[config.mk]
export PLATFORM = sky130hd
export DESIGN_NAME = ws2812_pwm_frame_sequencer
export DESIGN_NICKNAME = d
export VERILOG_FILES = /design/src/rtl/core/wspf_pkg.sv /design/src/rtl/core/wspf_ram.sv /design/src/rtl/core/ws2812_pwm_frame_sequencer.sv
export SDC_FILE = /design/constraint.sdc
export NUM_CORES = 2
export LEC_CHECK = 0
export BUFFER_PORTS_ARGS = -buffer_cell sky130_fd_sc_hd__buf_2
export CAP_MARGIN = 20
export CORE_UTILIZATION = 54
export DETAILED_ROUTE_END_ITERATION = 12
export PLACE_DENSITY = 0.75
export SLEW_MARGIN = 15
export SYNTH_ARGS = -nofsm -noshare
export SYNTH_HDL_FRONTEND = slang
export SYNTH_SLANG_ARGS = --single-unit
[constraint.sdc]
create_clock -name clk -period 13.74 [get_ports clk]
set_input_delay 2.748 -clock clk [delete_from_list [all_inputs] [get_ports clk]]
set_output_delay 2.748 -clock clk [all_outputs]
set_load 0.01 [all_outputs]
[src/rtl/core/wspf_pkg.sv]
// Shared types, codes and constants of the LED frame sequencer.
// No dependencies; the top level and the testbench refer to it by scoped names.
`timescale 1ns / 1ps

package wspf_pkg;

  // Default sizes of the frame.
  localparam int unsigned LED_COUNT_DEF  = 64;
  localparam int unsigned PRE_SLOTS_DEF  = 2;
  localparam int unsigned POST_SLOTS_DEF = 2;

  // One slot is 24 compare words, GRB order, MSB first.
  localparam int unsigned WORD_IDX_W = 5;
  localparam logic [WORD_IDX_W-1:0] LAST_WORD = 5'd23;

  // Brightness scaling: floor(p / 100) = (p * 5243) >> 19 for p up to 25500.
  localparam logic [6:0]  PCT_MAX      = 7'd100;
  localparam logic [12:0] DIV100_RECIP = 13'd5243;
  localparam int unsigned DIV100_SHIFT = 19;

  localparam logic [15:0] TIMER_PERIOD_RESET = 16'd59;

  // Item kinds.
  localparam logic [1:0] KIND_SET   = 2'd0;
  localparam logic [1:0] KIND_START = 2'd1;
  localparam logic [1:0] KIND_TICK  = 2'd2;

  // Result kinds.
  localparam logic RK_WORD  = 1'b0;
  localparam logic RK_START = 1'b1;

  typedef struct packed {
    logic [1:0]  kind;
    logic [9:0]  led_pos;
    logic [23:0] rgb_color;
    logic [6:0]  brightness;
  } item_t;

  typedef struct packed {
    logic        result_kind;
    logic [15:0] duty_word;
    logic        start_accepted;
    logic        last;
  } result_t;

  typedef enum logic [2:0] {
    ST_CLEAR,
    ST_IDLE,
    ST_SCALE_MUL,
    ST_SCALE_DIV,
    ST_SCALE_SAVE,
    ST_TICK_READ,
    ST_TICK_LOAD,
    ST_EMIT
  } state_t;

endpackage

[src/rtl/core/wspf_ram.sv]
// Generic simple dual-port RAM: one write port, one read port, registered read data.
// No dependencies.
`timescale 1ns / 1ps

module wspf_ram #(
  parameter int unsigned WIDTH = 24,
  parameter int unsigned DEPTH = 64,
  localparam int unsigned AddrW = (DEPTH > 1) ? $clog2(DEPTH) : 1
) (
  input  logic             clk,
  input  logic             we,
  input  logic [AddrW-1:0] wr_addr,
  input  logic [WIDTH-1:0] wr_data,
  input  logic [AddrW-1:0] rd_addr,
  output logic [WIDTH-1:0] rd_data
);

  logic [WIDTH-1:0] mem [DEPTH];

  always_ff @(posedge clk) begin
    if (we) begin
      mem[wr_addr] <= wr_data;
    end
    rd_data <= mem[rd_addr];
  end

endmodule

[src/rtl/core/ws2812_pwm_frame_sequencer.sv]
// WS2812 frame sequencer: colour store, brightness scaling and PWM compare word generation.
// Depends on wspf_pkg for types and constants and on wspf_ram for the colour store.
// Flow: a set item scales its three channels in turn, each through multiply, divide and save states;
// a start response is loaded from the idle state into the output register; a slot tick passes the
// read and load states and then emits its words, one per cycle while the output does not stall.
// The 24 words of a slot leave through a single output register, one per cycle at most.
// Reset (rst, synchronous) clears control state and starts a clearing pass that writes
// zero to every colour store entry, one per cycle, with no item taken meanwhile.
`timescale 1ns / 1ps

module ws2812_pwm_frame_sequencer #(
  parameter int unsigned LED_COUNT  = wspf_pkg::LED_COUNT_DEF,
  parameter int unsigned PRE_SLOTS  = wspf_pkg::PRE_SLOTS_DEF,
  parameter int unsigned POST_SLOTS = wspf_pkg::POST_SLOTS_DEF
) (
  input  logic             clk,
  input  logic             rst,
  // Item channel.
  input  logic             item_valid,
  output logic             item_stall,
  input  wspf_pkg::item_t  item,
  // Result channel.
  output logic             result_valid,
  input  logic             result_stall,
  output wspf_pkg::result_t result,
  // Timer period register write channel.
  input  logic             cfg_valid,
  output logic             cfg_ready,
  input  logic [15:0]      cfg_data
);

  // Store addressing and slot counting follow from the frame shape.
  localparam int unsigned AddrW       = (LED_COUNT > 1) ? $clog2(LED_COUNT) : 1;
  localparam int unsigned TotalSlots  = PRE_SLOTS + LED_COUNT + POST_SLOTS;
  localparam int unsigned SlotW       = $clog2(TotalSlots + 1);
  localparam logic [SlotW-1:0] SlotTotal  = SlotW'(TotalSlots);
  localparam logic [SlotW-1:0] SlotPre    = SlotW'(PRE_SLOTS);
  localparam logic [SlotW-1:0] SlotLedEnd = SlotW'(PRE_SLOTS + LED_COUNT);
  localparam logic [AddrW-1:0] LastAddr   = AddrW'(LED_COUNT - 1);
  localparam logic [10:0]      IndexLimit = 11'(LED_COUNT);

  wspf_pkg::state_t state, state_next;

  // Control registers.
  logic              busy;
  logic [SlotW-1:0]  slot_count;
  logic [15:0]       timer_period;
  logic [AddrW-1:0]  clr_addr;
  logic [1:0]        chan;
  logic [wspf_pkg::WORD_IDX_W-1:0] word_idx;
  logic              resp_pending;

  // Payload registers.
  logic              resp_acc;
  logic [23:0]       rgb_q;
  logic [6:0]        pct_q;
  logic [AddrW-1:0]  idx_q;
  logic [15:0]       color_acc;
  logic [27:0]       prod;
  logic              led_slot;
  logic [AddrW-1:0]  rd_addr;
  logic [23:0]       grb;
  logic [15:0]       duty_hi;
  logic [15:0]       duty_lo;

  // Strobes from the output decoder.
  logic              accept;
  logic              out_free;
  logic              out_load;
  logic              ram_we;
  logic [AddrW-1:0]  ram_wr_addr;
  logic [23:0]       ram_wr_data;
  logic [23:0]       ram_rd_data;
  wspf_pkg::result_t out_word;

  // Shared multiplier: channel times percent, then product times the reciprocal of 100.
  logic [14:0]       mul_a;
  logic [12:0]       mul_b;
  logic [27:0]       mul_p;
  logic [7:0]        scaled;

  // Duty words from the timer period; the add and shifts are registered in the tick read state.
  logic [16:0]       arr;
  logic [18:0]       arr_x3;
  logic [16:0]       hi_raw;
  logic [14:0]       lo_raw;

  logic              set_ok;
  logic              tick_live;

  assign accept   = item_valid && !item_stall;
  assign out_free = !result_valid || !result_stall;
  assign cfg_ready = 1'b1;

  assign set_ok    = ({1'b0, item.led_pos} < IndexLimit);
  assign tick_live = busy && (slot_count < SlotTotal);

  always_comb begin
    mul_a = 15'd0;
    mul_b = 13'd0;
    if (state == wspf_pkg::ST_SCALE_DIV) begin
      mul_a = prod[14:0];
      mul_b = wspf_pkg::DIV100_RECIP;
    end else begin
      mul_a = {7'd0, rgb_q[23:16]};
      mul_b = {6'd0, pct_q};
    end
  end

  assign mul_p  = {13'd0, mul_a} * {15'd0, mul_b};
  assign scaled = prod[wspf_pkg::DIV100_SHIFT +: 8];

  assign arr    = {1'b0, timer_period} + 17'd1;
  assign arr_x3 = {2'b00, arr} + {1'b0, arr, 1'b0};
  assign hi_raw = arr_x3[18:2];
  assign lo_raw = arr[16:2];

  // Next state.
  always_comb begin
    state_next = state;
    unique case (state)
      wspf_pkg::ST_CLEAR: begin
        if (clr_addr == LastAddr) begin
          state_next = wspf_pkg::ST_IDLE;
        end
      end
      wspf_pkg::ST_IDLE: begin
        if (accept && resp_pending == 1'b0) begin
          if (item.kind == wspf_pkg::KIND_SET && set_ok) begin
            state_next = wspf_pkg::ST_SCALE_MUL;
          end else if (item.kind == wspf_pkg::KIND_TICK && tick_live) begin
            state_next = wspf_pkg::ST_TICK_READ;
          end
        end
      end
      wspf_pkg::ST_SCALE_MUL:  state_next = wspf_pkg::ST_SCALE_DIV;
      wspf_pkg::ST_SCALE_DIV:  state_next = wspf_pkg::ST_SCALE_SAVE;
      wspf_pkg::ST_SCALE_SAVE: begin
        state_next = (chan == 2'd2) ? wspf_pkg::ST_IDLE : wspf_pkg::ST_SCALE_MUL;
      end
      wspf_pkg::ST_TICK_READ:  state_next = wspf_pkg::ST_TICK_LOAD;
      wspf_pkg::ST_TICK_LOAD:  state_next = wspf_pkg::ST_EMIT;
      wspf_pkg::ST_EMIT: begin
        if (out_free && word_idx == wspf_pkg::LAST_WORD) begin
          state_next = wspf_pkg::ST_IDLE;
        end
      end
      default: state_next = wspf_pkg::ST_IDLE;
    endcase
  end

  // Outputs of the sequencer: stall, store write and output register load.
  always_comb begin
    item_stall  = (state != wspf_pkg::ST_IDLE) || resp_pending;
    ram_we      = 1'b0;
    ram_wr_addr = idx_q;
    ram_wr_data = {color_acc, scaled};
    out_load    = 1'b0;
    out_word    = '0;
    unique case (state)
      wspf_pkg::ST_CLEAR: begin
        ram_we      = 1'b1;
        ram_wr_addr = clr_addr;
        ram_wr_data = 24'd0;
      end
      wspf_pkg::ST_SCALE_SAVE: begin
        ram_we = (chan == 2'd2);
      end
      wspf_pkg::ST_EMIT: begin
        out_load                = out_free;
        out_word.result_kind    = wspf_pkg::RK_WORD;
        out_word.duty_word      = !led_slot ? 16'd0 : (grb[23] ? duty_hi : duty_lo);
        out_word.start_accepted = 1'b0;
        out_word.last           = (word_idx == wspf_pkg::LAST_WORD);
      end
      default: begin
        // A start response leaves from the idle state once the output register frees up.
        if (resp_pending) begin
          out_load                = out_free;
          out_word.result_kind    = wspf_pkg::RK_START;
          out_word.duty_word      = 16'd0;
          out_word.start_accepted = resp_acc;
          out_word.last           = 1'b1;
        end
      end
    endcase
  end

  // Control state.
  always_ff @(posedge clk) begin
    if (rst) begin
      state        <= wspf_pkg::ST_CLEAR;
      busy         <= 1'b0;
      slot_count   <= '0;
      timer_period <= wspf_pkg::TIMER_PERIOD_RESET;
      clr_addr     <= '0;
      chan         <= 2'd0;
      word_idx     <= '0;
      resp_pending <= 1'b0;
      result_valid <= 1'b0;
    end else begin
      state <= state_next;

      if (cfg_valid && cfg_ready) begin
        timer_period <= cfg_data;
      end

      if (state == wspf_pkg::ST_CLEAR) begin
        clr_addr <= clr_addr + AddrW'(1);
      end

      if (accept && item.kind == wspf_pkg::KIND_START) begin
        resp_pending <= 1'b1;
        if (!busy) begin
          busy       <= 1'b1;
          slot_count <= '0;
        end
      end else if (out_load && state == wspf_pkg::ST_IDLE) begin
        resp_pending <= 1'b0;
      end

      if (accept && item.kind == wspf_pkg::KIND_TICK && busy) begin
        if (tick_live) begin
          slot_count <= slot_count + SlotW'(1);
        end else begin
          busy       <= 1'b0;
          slot_count <= '0;
        end
      end

      if (accept) begin
        chan <= 2'd0;
      end else if (state == wspf_pkg::ST_SCALE_SAVE) begin
        chan <= chan + 2'd1;
      end

      // The counter holds at the last word once the slot is done.
      if (state == wspf_pkg::ST_TICK_LOAD) begin
        word_idx <= '0;
      end else if (state == wspf_pkg::ST_EMIT && out_free &&
                   word_idx != wspf_pkg::LAST_WORD) begin
        word_idx <= word_idx + wspf_pkg::WORD_IDX_W'(1);
      end

      if (out_load) begin
        result_valid <= 1'b1;
      end else if (!result_stall) begin
        result_valid <= 1'b0;
      end
    end
  end

  // Payload registers.
  always_ff @(posedge clk) begin
    if (accept) begin
      rgb_q    <= item.rgb_color;
      pct_q    <= (item.brightness > wspf_pkg::PCT_MAX) ? wspf_pkg::PCT_MAX : item.brightness;
      idx_q    <= item.led_pos[AddrW-1:0];
      resp_acc <= !busy;
      led_slot <= (slot_count >= SlotPre) && (slot_count < SlotLedEnd);
      rd_addr  <= AddrW'(slot_count - SlotPre);
    end
    if (state == wspf_pkg::ST_SCALE_MUL || state == wspf_pkg::ST_SCALE_DIV) begin
      prod <= mul_p;
    end
    if (state == wspf_pkg::ST_SCALE_SAVE) begin
      color_acc <= {color_acc[7:0], scaled};
      rgb_q     <= {rgb_q[15:0], 8'd0};
    end
    if (state == wspf_pkg::ST_TICK_READ) begin
      duty_hi <= (hi_raw == 17'd0) ? 16'd0 : 16'(hi_raw - 17'd1);
      duty_lo <= (lo_raw == 15'd0) ? 16'd0 : {1'b0, lo_raw - 15'd1};
    end
    if (state == wspf_pkg::ST_TICK_LOAD) begin
      // Stored as RRGGBB, sent as GGRRBB.
      grb <= {ram_rd_data[15:8], ram_rd_data[23:16], ram_rd_data[7:0]};
    end else if (state == wspf_pkg::ST_EMIT && out_free) begin
      grb <= {grb[22:0], 1'b0};
    end
    if (out_load) begin
      result <= out_word;
    end
  end

  wspf_ram #(
    .WIDTH (24),
    .DEPTH (LED_COUNT)
  ) u_color_store (
    .clk     (clk),
    .we      (ram_we),
    .wr_addr (ram_wr_addr),
    .wr_data (ram_wr_data),
    .rd_addr (rd_addr),
    .rd_data (ram_rd_data)
  );

  // A compare word is only produced while a frame is running.
  a_emit_busy: assert property (@(posedge clk) disable iff (rst)
    (state == wspf_pkg::ST_EMIT) |-> busy)
    else $error("compare word emitted outside a frame");

  // The slot counter never runs past the end of the frame.
  a_slot_bound: assert property (@(posedge clk) disable iff (rst)
    slot_count <= SlotTotal)
    else $error("slot counter beyond frame length");

  // An accepted start leaves the block busy when its response is loaded.
  a_start_busy: assert property (@(posedge clk) disable iff (rst)
    (out_load && state == wspf_pkg::ST_IDLE && resp_acc) |-> busy)
    else $error("accepted start without a running frame");

  // The word counter stays inside one slot.
  a_word_bound: assert property (@(posedge clk) disable iff (rst)
    word_idx <= wspf_pkg::LAST_WORD)
    else $error("word counter beyond slot");

  // A response load and a slot word load never coincide.
  a_one_source: assert property (@(posedge clk) disable iff (rst)
    (state == wspf_pkg::ST_EMIT) |-> !resp_pending)
    else $error("start response pending during slot emission");

endmodule

Word-level counts from Yosys, hierarchy flattened

Memory sizes are Yosys's and may differ from the RTL's. A register that Yosys moved wholly into a read port is not among the register bits.
Index checks and enable logic that the tools add are counted.

Add/sub/neg operators: 9
Multipliers: 1
Magnitude comparators: 5
Eq/ne operators: 20
Mux-type cells: 35
Bitwise gates (word level): 1
Reduce and logical (&&, ||, !) cells: 33

Operator list:

| operator                                                           | number |
|---|---|
| 2-to-1 mux 24 bit                                                  | 5 |
| one-hot mux 19 bit (2 select lines)                                | 1 |
| 2-to-1 mux 16 bit                                                  | 2 |
| 2-to-1 mux 7 bit                                                   | 4 |
| multiplier 15 x 13 -> 27 bit                                       | 1 |
| one-hot mux 3 bit (8 select lines)                                 | 1 |
| adder 17 x 18 -> 19 bit                                            | 1 |
| 2-to-1 mux 19 bit                                                  | 1 |
| adder 16 x 1 -> 17 bit (second input constant)                     | 1 |
| logical NOT 17 bit                                                 | 1 |
| subtractor 16 x 1 -> 16 bit (second input constant)                | 1 |
| logical NOT 15 bit                                                 | 1 |
| 2-to-1 mux 15 bit                                                  | 1 |
| 2-to-1 mux 3 bit                                                   | 5 |
| subtractor 15 x 1 -> 15 bit (second input constant)                | 1 |
| less-than comparator 7 bit (second input constant)                 | 2 |
| logical AND 1 bit                                                  | 13 |
| 2-to-1 mux 13 bit                                                  | 1 |
| == test 3 bit (second input constant)                              | 4 |
| less-than comparator 10 x 7 -> 1 bit (second input constant)       | 1 |
| 2-to-1 mux 1 bit                                                   | 10 |
| nonzero test 2 bit                                                 | 4 |
| adder 7 x 1 -> 7 bit (second input constant)                       | 1 |
| greater-or-equal comparator 7 x 2 -> 1 bit (second input constant) | 1 |
| other kinds (27)                                                   | 40 |

Register bits: 205
RAM bits: 1536
Bits of input ports: 64
Output and inout bits: 22
Logic and storage cells: 131
Memories kept: 1

Memory list:

| name              | words | bits a word | read ports | clocked after Yosys merged registers in | write ports | line           | RTL |
|---|---|---|---|---|---|---|---|
| u_color_store.mem | 64    | 24          | 1          | 1                                       | 1           | wspf_ram.sv:18 | `logic [WIDTH-1:0] mem [DEPTH];` |

Longest topological paths before layout

Depth in word-level cells: 8
Depth in mapped cells: 27
Depth with buffers taken out: 23

Modules after synthesis

From an unflattened synthesis, not the netlist that was laid out.

Cells, all modules: 4029
Area total of the unflattened synthesis: 74097.3 µm²

Modules (own cells, without submodules):

| module                     | times used | cells each | area each (µm²) | seq. area each (µm²) |
|---|---|---|---|---|
| wspf_ram                   | 1          | 2610       | 59295.6         | 46604.7 |
| ws2812_pwm_frame_sequencer | 1          | 1419       | 14801.7         | 5505.3 |

Least setup slack after synthesis

Ideal clock, no wire load.

Kind: register to register
Start point: register state[2]
End point: register prod[24], data pin
Library setup time: 265 ps
Arrival: 5701 ps
Data required time: 13475 ps
Setup slack: 7774 ps
Stages on the path, launching flop included: 27
Path buffers: 3
Clock period less this slack: 5966 ps
Path through: dfxtp_1 > clkbuf_1 > clkinv_1 > and3_1 > clkbuf_1 > clkbuf_1 > nand2_1 > inv_1 > fa_1 > inv_1 > fa_1 > inv_1 > fa_1 > fa_1 > inv_1 > fa_1 > inv_1 > ha_1 > a21o_1 > a21oi_1 > nor2b_1 > a31oi_1 > a31oi_1 > o21a_1 > nor2_1 > o21ai_0 > xor2_1

Word-level cells in the longest chain between the ends: 3
Elaborated cells on any way between the ends: 4
Those cells by class: mul: 1; eq/ne: 1; mux: 2

RTL lines:

| element                                                       | line                              | RTL |
|---|---|---|
| from (decl)                                                   | ws2812_pwm_frame_sequencer.sv:42  | `wspf_pkg::state_t state, state_next;` |
| from (signal assigned)                                        | ws2812_pwm_frame_sequencer.sv:192 | `state <= wspf_pkg::ST_CLEAR;` |
| from (signal assigned)                                        | ws2812_pwm_frame_sequencer.sv:202 | `state <= state_next;` |
| == test 3 x 2 -> 1 bit *                                      | ws2812_pwm_frame_sequencer.sv:101 | `if (state == wspf_pkg::ST_SCALE_DIV) begin` |
| 2-to-1 mux 15 bit / 2-to-1 mux 13 bit (equally long branches) | ws2812_pwm_frame_sequencer.sv:101 |  |
| multiplier 15 x 13 -> 27 bit *                                | ws2812_pwm_frame_sequencer.sv:110 | `assign mul_p = {13'd0, mul_a} * {15'd0, mul_b};` |
| net mul_p[24]                                                 | ws2812_pwm_frame_sequencer.sv:79  | `logic [27:0] mul_p;` |
| to (signal assigned)                                          | ws2812_pwm_frame_sequencer.sv:264 | `prod <= mul_p;` |
| to (decl)                                                     | ws2812_pwm_frame_sequencer.sv:59  | `logic [27:0] prod;` |

The timed path passes the listed nets; every way through them passes the cells marked *.
A chain may end at the register's enable or synchronous reset.

Worst setup path after layout

Same ends and word-level chain as after synthesis.

==> impl_metrics.prom <==
# TYPE chip_impl_metric gauge
chip_impl_metric{name="floorplan.io_pins",unit=""} 86
chip_impl_metric{name="post-route-drc-count",unit=""} 0
chip_impl_metric{name="post_cts_buffers",unit=""} 0
chip_impl_metric{name="dr.first_iter.drc_count",unit=""} 4511
chip_impl_metric{name="timing.critical_path.fanout_max",unit=""} 17
chip_impl_info{name="crit_path_cell_trace",value="clkinv_1 -> and3_1 -> and2_1 -> a21o_1 -> fa_1 -> inv_1 -> fa_1 -> inv_1 -> ha_1 -> ha_1 -> fa_1 -> inv_1 -> fa_1 -> nor2b_1 -> o21ai_0 -> a21oi_1 -> o2111ai_1 -> a31oi_1 -> o21a_1 -> nor2_1 -> o21ai_0 -> xor2_1"} 1
chip_impl_metric{name="mean_syn_cell_area",unit="µm²"} 19.8
chip_impl_metric{name="synth_fa_ha_area_share",unit="%"} 4.80
chip_impl_metric{name="synth_top_area_share",unit="%"} 68.8
chip_impl_metric{name="grt_antenna_before_repair",unit=""} 12
chip_impl_metric{name="critical_path_arrival",unit="ns"} 6.88
chip_impl_metric{name="global_route.overflow_total",unit=""} 0
chip_impl_metric{name="clk_transition_reported_paths",unit="ns"} 0.06
chip_impl_metric{name="hold_buffers",unit=""} 0
chip_impl_info{name="netlist.top_cell.by_area",value="edfxtp_1"} 1
chip_impl_info{name="yosys_most_used_dff",value="edfxtp_1"} 1
chip_impl_metric{name="min_period_over_period",unit="%"} 46.3
chip_impl_metric{name="synth-warning-count",unit=""} 0
chip_impl_metric{name="track_usage",unit="%"} 24.9
chip_impl_metric{name="timing.hold.ws",unit="ns"} 0.455
chip_impl_metric{name="multi_input_area",unit="µm²"} 20500
chip_impl_info{name="ctsRootBufferMaster",value="clkbuf_16"} 1
chip_impl_info{name="path_common_cell",value="fa_1"} 1
chip_impl_metric{name="worst_r2r_path_depth",unit=""} 22
chip_impl_metric{name="clk-insertion-delay-late",unit="ns"} 0.80
chip_impl_metric{name="syn-cell-area",unit="µm²"} 73600
chip_impl_metric{name="seq_area",unit="µm²"} 52100
chip_impl_metric{name="die_height",unit="µm"} 371
chip_impl_metric{name="report.final.hold_viol_count",unit=""} 0
chip_impl_metric{name="grt_pass1_vias",unit=""} 36702
chip_impl_metric{name="fin_skew",unit="ns"} 0.0337
chip_impl_metric{name="grt_max_degree",unit=""} 112
chip_impl_metric{name="floorplan.die_area",unit="µm²"} 138000
chip_impl_metric{name="grt_pass1_wl",unit="µm"} 246000
chip_impl_info{name="synthMostInstantiatedCell",value="edfxtp_1"} 1
chip_impl_info{name="dominant_combinational_cell_family_by_area_after_synthesis",value="multiplexers"} 1
chip_impl_metric{name="power.density",unit="nW/µm²"} 128
chip_impl_metric{name="number_of_synthesized_flops_with_an_enable_pin",unit=""} 1686
chip_impl_metric{name="period_minus_slack",unit="ns"} 6.36
chip_impl_metric{name="max_cap_viol_count",unit=""} 0
chip_impl_metric{name="drt-wirelength-per-cell",unit="µm"} 29.1
chip_impl_metric{name="synth_cell_types",unit=""} 72
chip_impl_metric{name="floorplan.initialDensity",unit="%"} 54.4
chip_impl_metric{name="post_route_cells_drive_above_1_share",unit="%"} 25.7
chip_impl_metric{name="place_hpwl",unit="µm"} 92600
chip_impl_info{name="min_path_type",value="reg -> reg"} 1
chip_impl_metric{name="synth-seq-area-share",unit="%"} 70.8
chip_impl_metric{name="tritoncts.num_buffers",unit=""} 168
chip_impl_metric{name="rows",unit=""} 135
chip_impl_metric{name="buffer_ports.inserted",unit=""} 84
chip_impl_info{name="cts_tree",value="yes"} 1
chip_impl_info{name="reg2reg_from",value="state[2]"} 1
chip_impl_metric{name="total_power",unit="mW"} 10.5
chip_impl_metric{name="place.gp.congestion",unit=""} 0.847
chip_impl_metric{name="drtPass1Iterations",unit=""} 5
chip_impl_metric{name="area_growth_syn_to_fin",unit="%"} 11.4
chip_impl_info{name="hold_path_end",value="color_acc[6]"} 1
chip_impl_metric{name="worst_ir_drop_vdd",unit="V"} 0.000133
chip_impl_metric{name="syn-instance-count",unit=""} 3716
chip_impl_metric{name="num-nets-final",unit=""} 4170
chip_impl_metric{name="cts.htree.levels",unit=""} 4
chip_impl_info{name="synthTopCellsByArea",value="edfxtp_1, mux4_2, ha_1"} 1
chip_impl_metric{name="async_s_r_ff_share_synth",unit="%"} 0
chip_impl_metric{name="synthXorXnorAreaFrac",unit="%"} 0.964
chip_impl_info{name="worstReg2RegEnd",value="prod[24]"} 1
chip_impl_metric{name="detail-route-antenna-nets",unit=""} 0
chip_impl_metric{name="hold_depth",unit=""} 0
chip_impl_metric{name="pins_over_slew_limit",unit=""} 0
chip_impl_info{name="hold_path_startpoint",value="prod[25]"} 1
chip_impl_metric{name="layout.filler_cells",unit=""} 9213
chip_impl_metric{name="synth-compound-area-share",unit="%"} 2.07
chip_impl_info{name="timing_worst_setup_path_type",value="reg -> reg"} 1
chip_impl_info{name="synth.top_cells.by_count",value="edfxtp_1, mux4_2, inv_1"} 1
chip_impl_metric{name="synth_simple_gate_area_share",unit="%"} 2.97
chip_impl_metric{name="cts.sink_count",unit=""} 1760
chip_impl_metric{name="worst-slew-pin-transition",unit="ns"} 1.15
chip_impl_metric{name="synth.ff_latch_count",unit=""} 1760
chip_impl_metric{name="power_leakage",unit="nW"} 27.5
chip_impl_metric{name="slew_headroom",unit="%"} 23.1
chip_impl_info{name="timing.critical_path.slowest_stage_cell",value="fa_1"} 1
chip_impl_metric{name="clock_path_buffers",unit=""} 3
chip_impl_info{name="cp-start-kind",value="flip-flop"} 1
chip_impl_metric{name="worstPathBufferInverterCount",unit=""} 4
chip_impl_metric{name="num_vias",unit=""} 36493
chip_impl_metric{name="finalWirelength",unit="µm"} 168000
chip_impl_metric{name="crit_required",unit="ns"} 14.26
chip_impl_metric{name="regToRegSetupSlack",unit="ns"} 7.38
chip_impl_metric{name="synthMuxAreaShare",unit="%"} 16.3
chip_impl_info{name="cp-end-kind",value="flip-flop"} 1
chip_impl_metric{name="cpPeakStageDelay",unit="ns"} 0.53
chip_impl_metric{name="fp.coreArea",unit="µm²"} 135000
chip_impl_info{name="outcome",value="complete, no violations"} 1
chip_impl_metric{name="route.detailed.vias_per_inst",unit=""} 6.31
chip_impl_metric{name="die-width",unit="µm"} 371
chip_impl_metric{name="postCtsResizedCells",unit=""} 0
chip_impl_metric{name="setup_total_negative_slack",unit="ns"} 0
chip_impl_info{name="crit_family",value="adder cells"} 1
chip_impl_metric{name="timing.fmax",unit="MHz"} 157
chip_impl_metric{name="number_of_antenna_cells_inserted",unit=""} 0
chip_impl_info{name="unrepaired_setup_endpoints_after_global_routing",value="false"} 1
chip_impl_metric{name="finalSetupViolations",unit=""} 0
per-stage QoR:
stage | setup WS [ns] | area, µm² | utilization [%] | cells
after CTS | 7.41 | 81900 | 60.5 | 5782
after floorplan | 7.77 | 73600 | - | 3722
after global placement | 7.53 | 76700 | 56.7 | 5481
final | 7.38 | 82000 | 60.6 | 5785
after detailed placement | 7.44 | 76700 | 56.7 | 5482
after global routing | 6.93 | 82000 | 60.6 | 5785
worst reg2reg max path, cell delays in order (launching register included):
cell and delay [ns]:
dfxtp_1 0.49, clkinv_1 0.32, and3_1 0.43, and2_1 0.38, a21o_1 0.23, fa_1 0.53, inv_1 0.05, fa_1 0.47
inv_1 0.04, ha_1 0.26, ha_1 0.30, fa_1 0.53, inv_1 0.08, fa_1 0.42, nor2b_1 0.14, o21ai_0 0.11
a21oi_1 0.39, o2111ai_1 0.19, a31oi_1 0.26, o21a_1 0.15, nor2_1 0.05, o21ai_0 0.19, xor2_1 0.09
logic make-up (layout without fill, tap and decap cells):
kind of cell | count (synthesis) | count (layout)
flip-flops | 1760 | 1760
multiplexers | 563 | 563
AND/OR/NAND/NOR | 456 | 456
buffers and inverters | 398 | 680
adder cells (fa/ha/maj) | 232 | 232
AO/OA/AOI/OAI | 224 | 224
XOR/XNOR | 81 | 81
other | 2 | 8
layer usage:
layer	track usage, %	vias up	share of wire, %
li1	-	15127	-
met1	34.2	19230	38
met4	7.80	6	2.9
met3	5.23	295	9.2
met2	40.3	1835	50
met5	0	-	0.024
where the power goes:
group          internal, mW  total, mW  switching [mW]
Combinational        0.0796      0.213           0.133
Sequential             5.83       5.84          0.0132
Clock                  2.45       4.42            1.97
Total                  8.36       10.5            2.12
worst max-delay path by stage:
stage          startpoint        to  slack, ns  depth (start not counted)
2_1_floorplan    state[2]  prod[24]       7.77                         26
3_3_place_gp     state[2]  prod[24]       7.53                         23
3_5_place_dp     state[2]  prod[24]       7.44                         23
4_1_cts          state[2]  prod[24]       7.41                         23
5_1_grt          state[2]  prod[24]       6.93                         23
6_report         state[2]  prod[24]       7.38                         22
registers in the layout, summed over array words and instances, names as in the netlist:
| register | count |
|---|---|
| busy | 1 |
| chan | 2 |
| clr_addr | 6 |
| color_acc | 16 |
| duty_hi | 16 |
| duty_lo | 15 |
| grb | 24 |
| idx_q | 6 |
| led_slot | 1 |
| pct_q | 7 |
| prod | 23 |
| rd_addr | 6 |
| resp_acc | 1 |
| resp_pending | 1 |
| result | 19 |
| result_valid | 1 |
| rgb_q | 24 |
| slot_count | 7 |
| state | 3 |
| timer_period | 16 |
| u_color_store.mem | 1536 |
| u_color_store.rd_data | 24 |
| word_idx | 5 |
layout make-up:
cell class	count	share of cell area, %
Clock buffer	211	5.49
Tap cell	1781	2.72
Multi-Input combinational cell	1564	25.1
Sequential cell	1760	63.6
Timing Repair Buffer	155	1.29
Clock inverter	89	0.827
Inverter	225	1.03
layout by cell type (no fill, tap or decap), types with 35 or more instances in the layout:
cell / count
xnor2_1: 53
buf_4: 64
clkbuf_16: 172
edfxtp_1: 1686
mux2i_1: 35
dfxtp_1: 74
clkinv_1: 37
ha_1: 148
fa_1: 84
nand2_1: 103
nor2_4: 46
a21o_1: 53
nor2_1: 104
a21oi_1: 58
mux4_2: 504
inv_1: 223
buf_2: 84
Note: power is estimated with default switching activity, not from simulation.
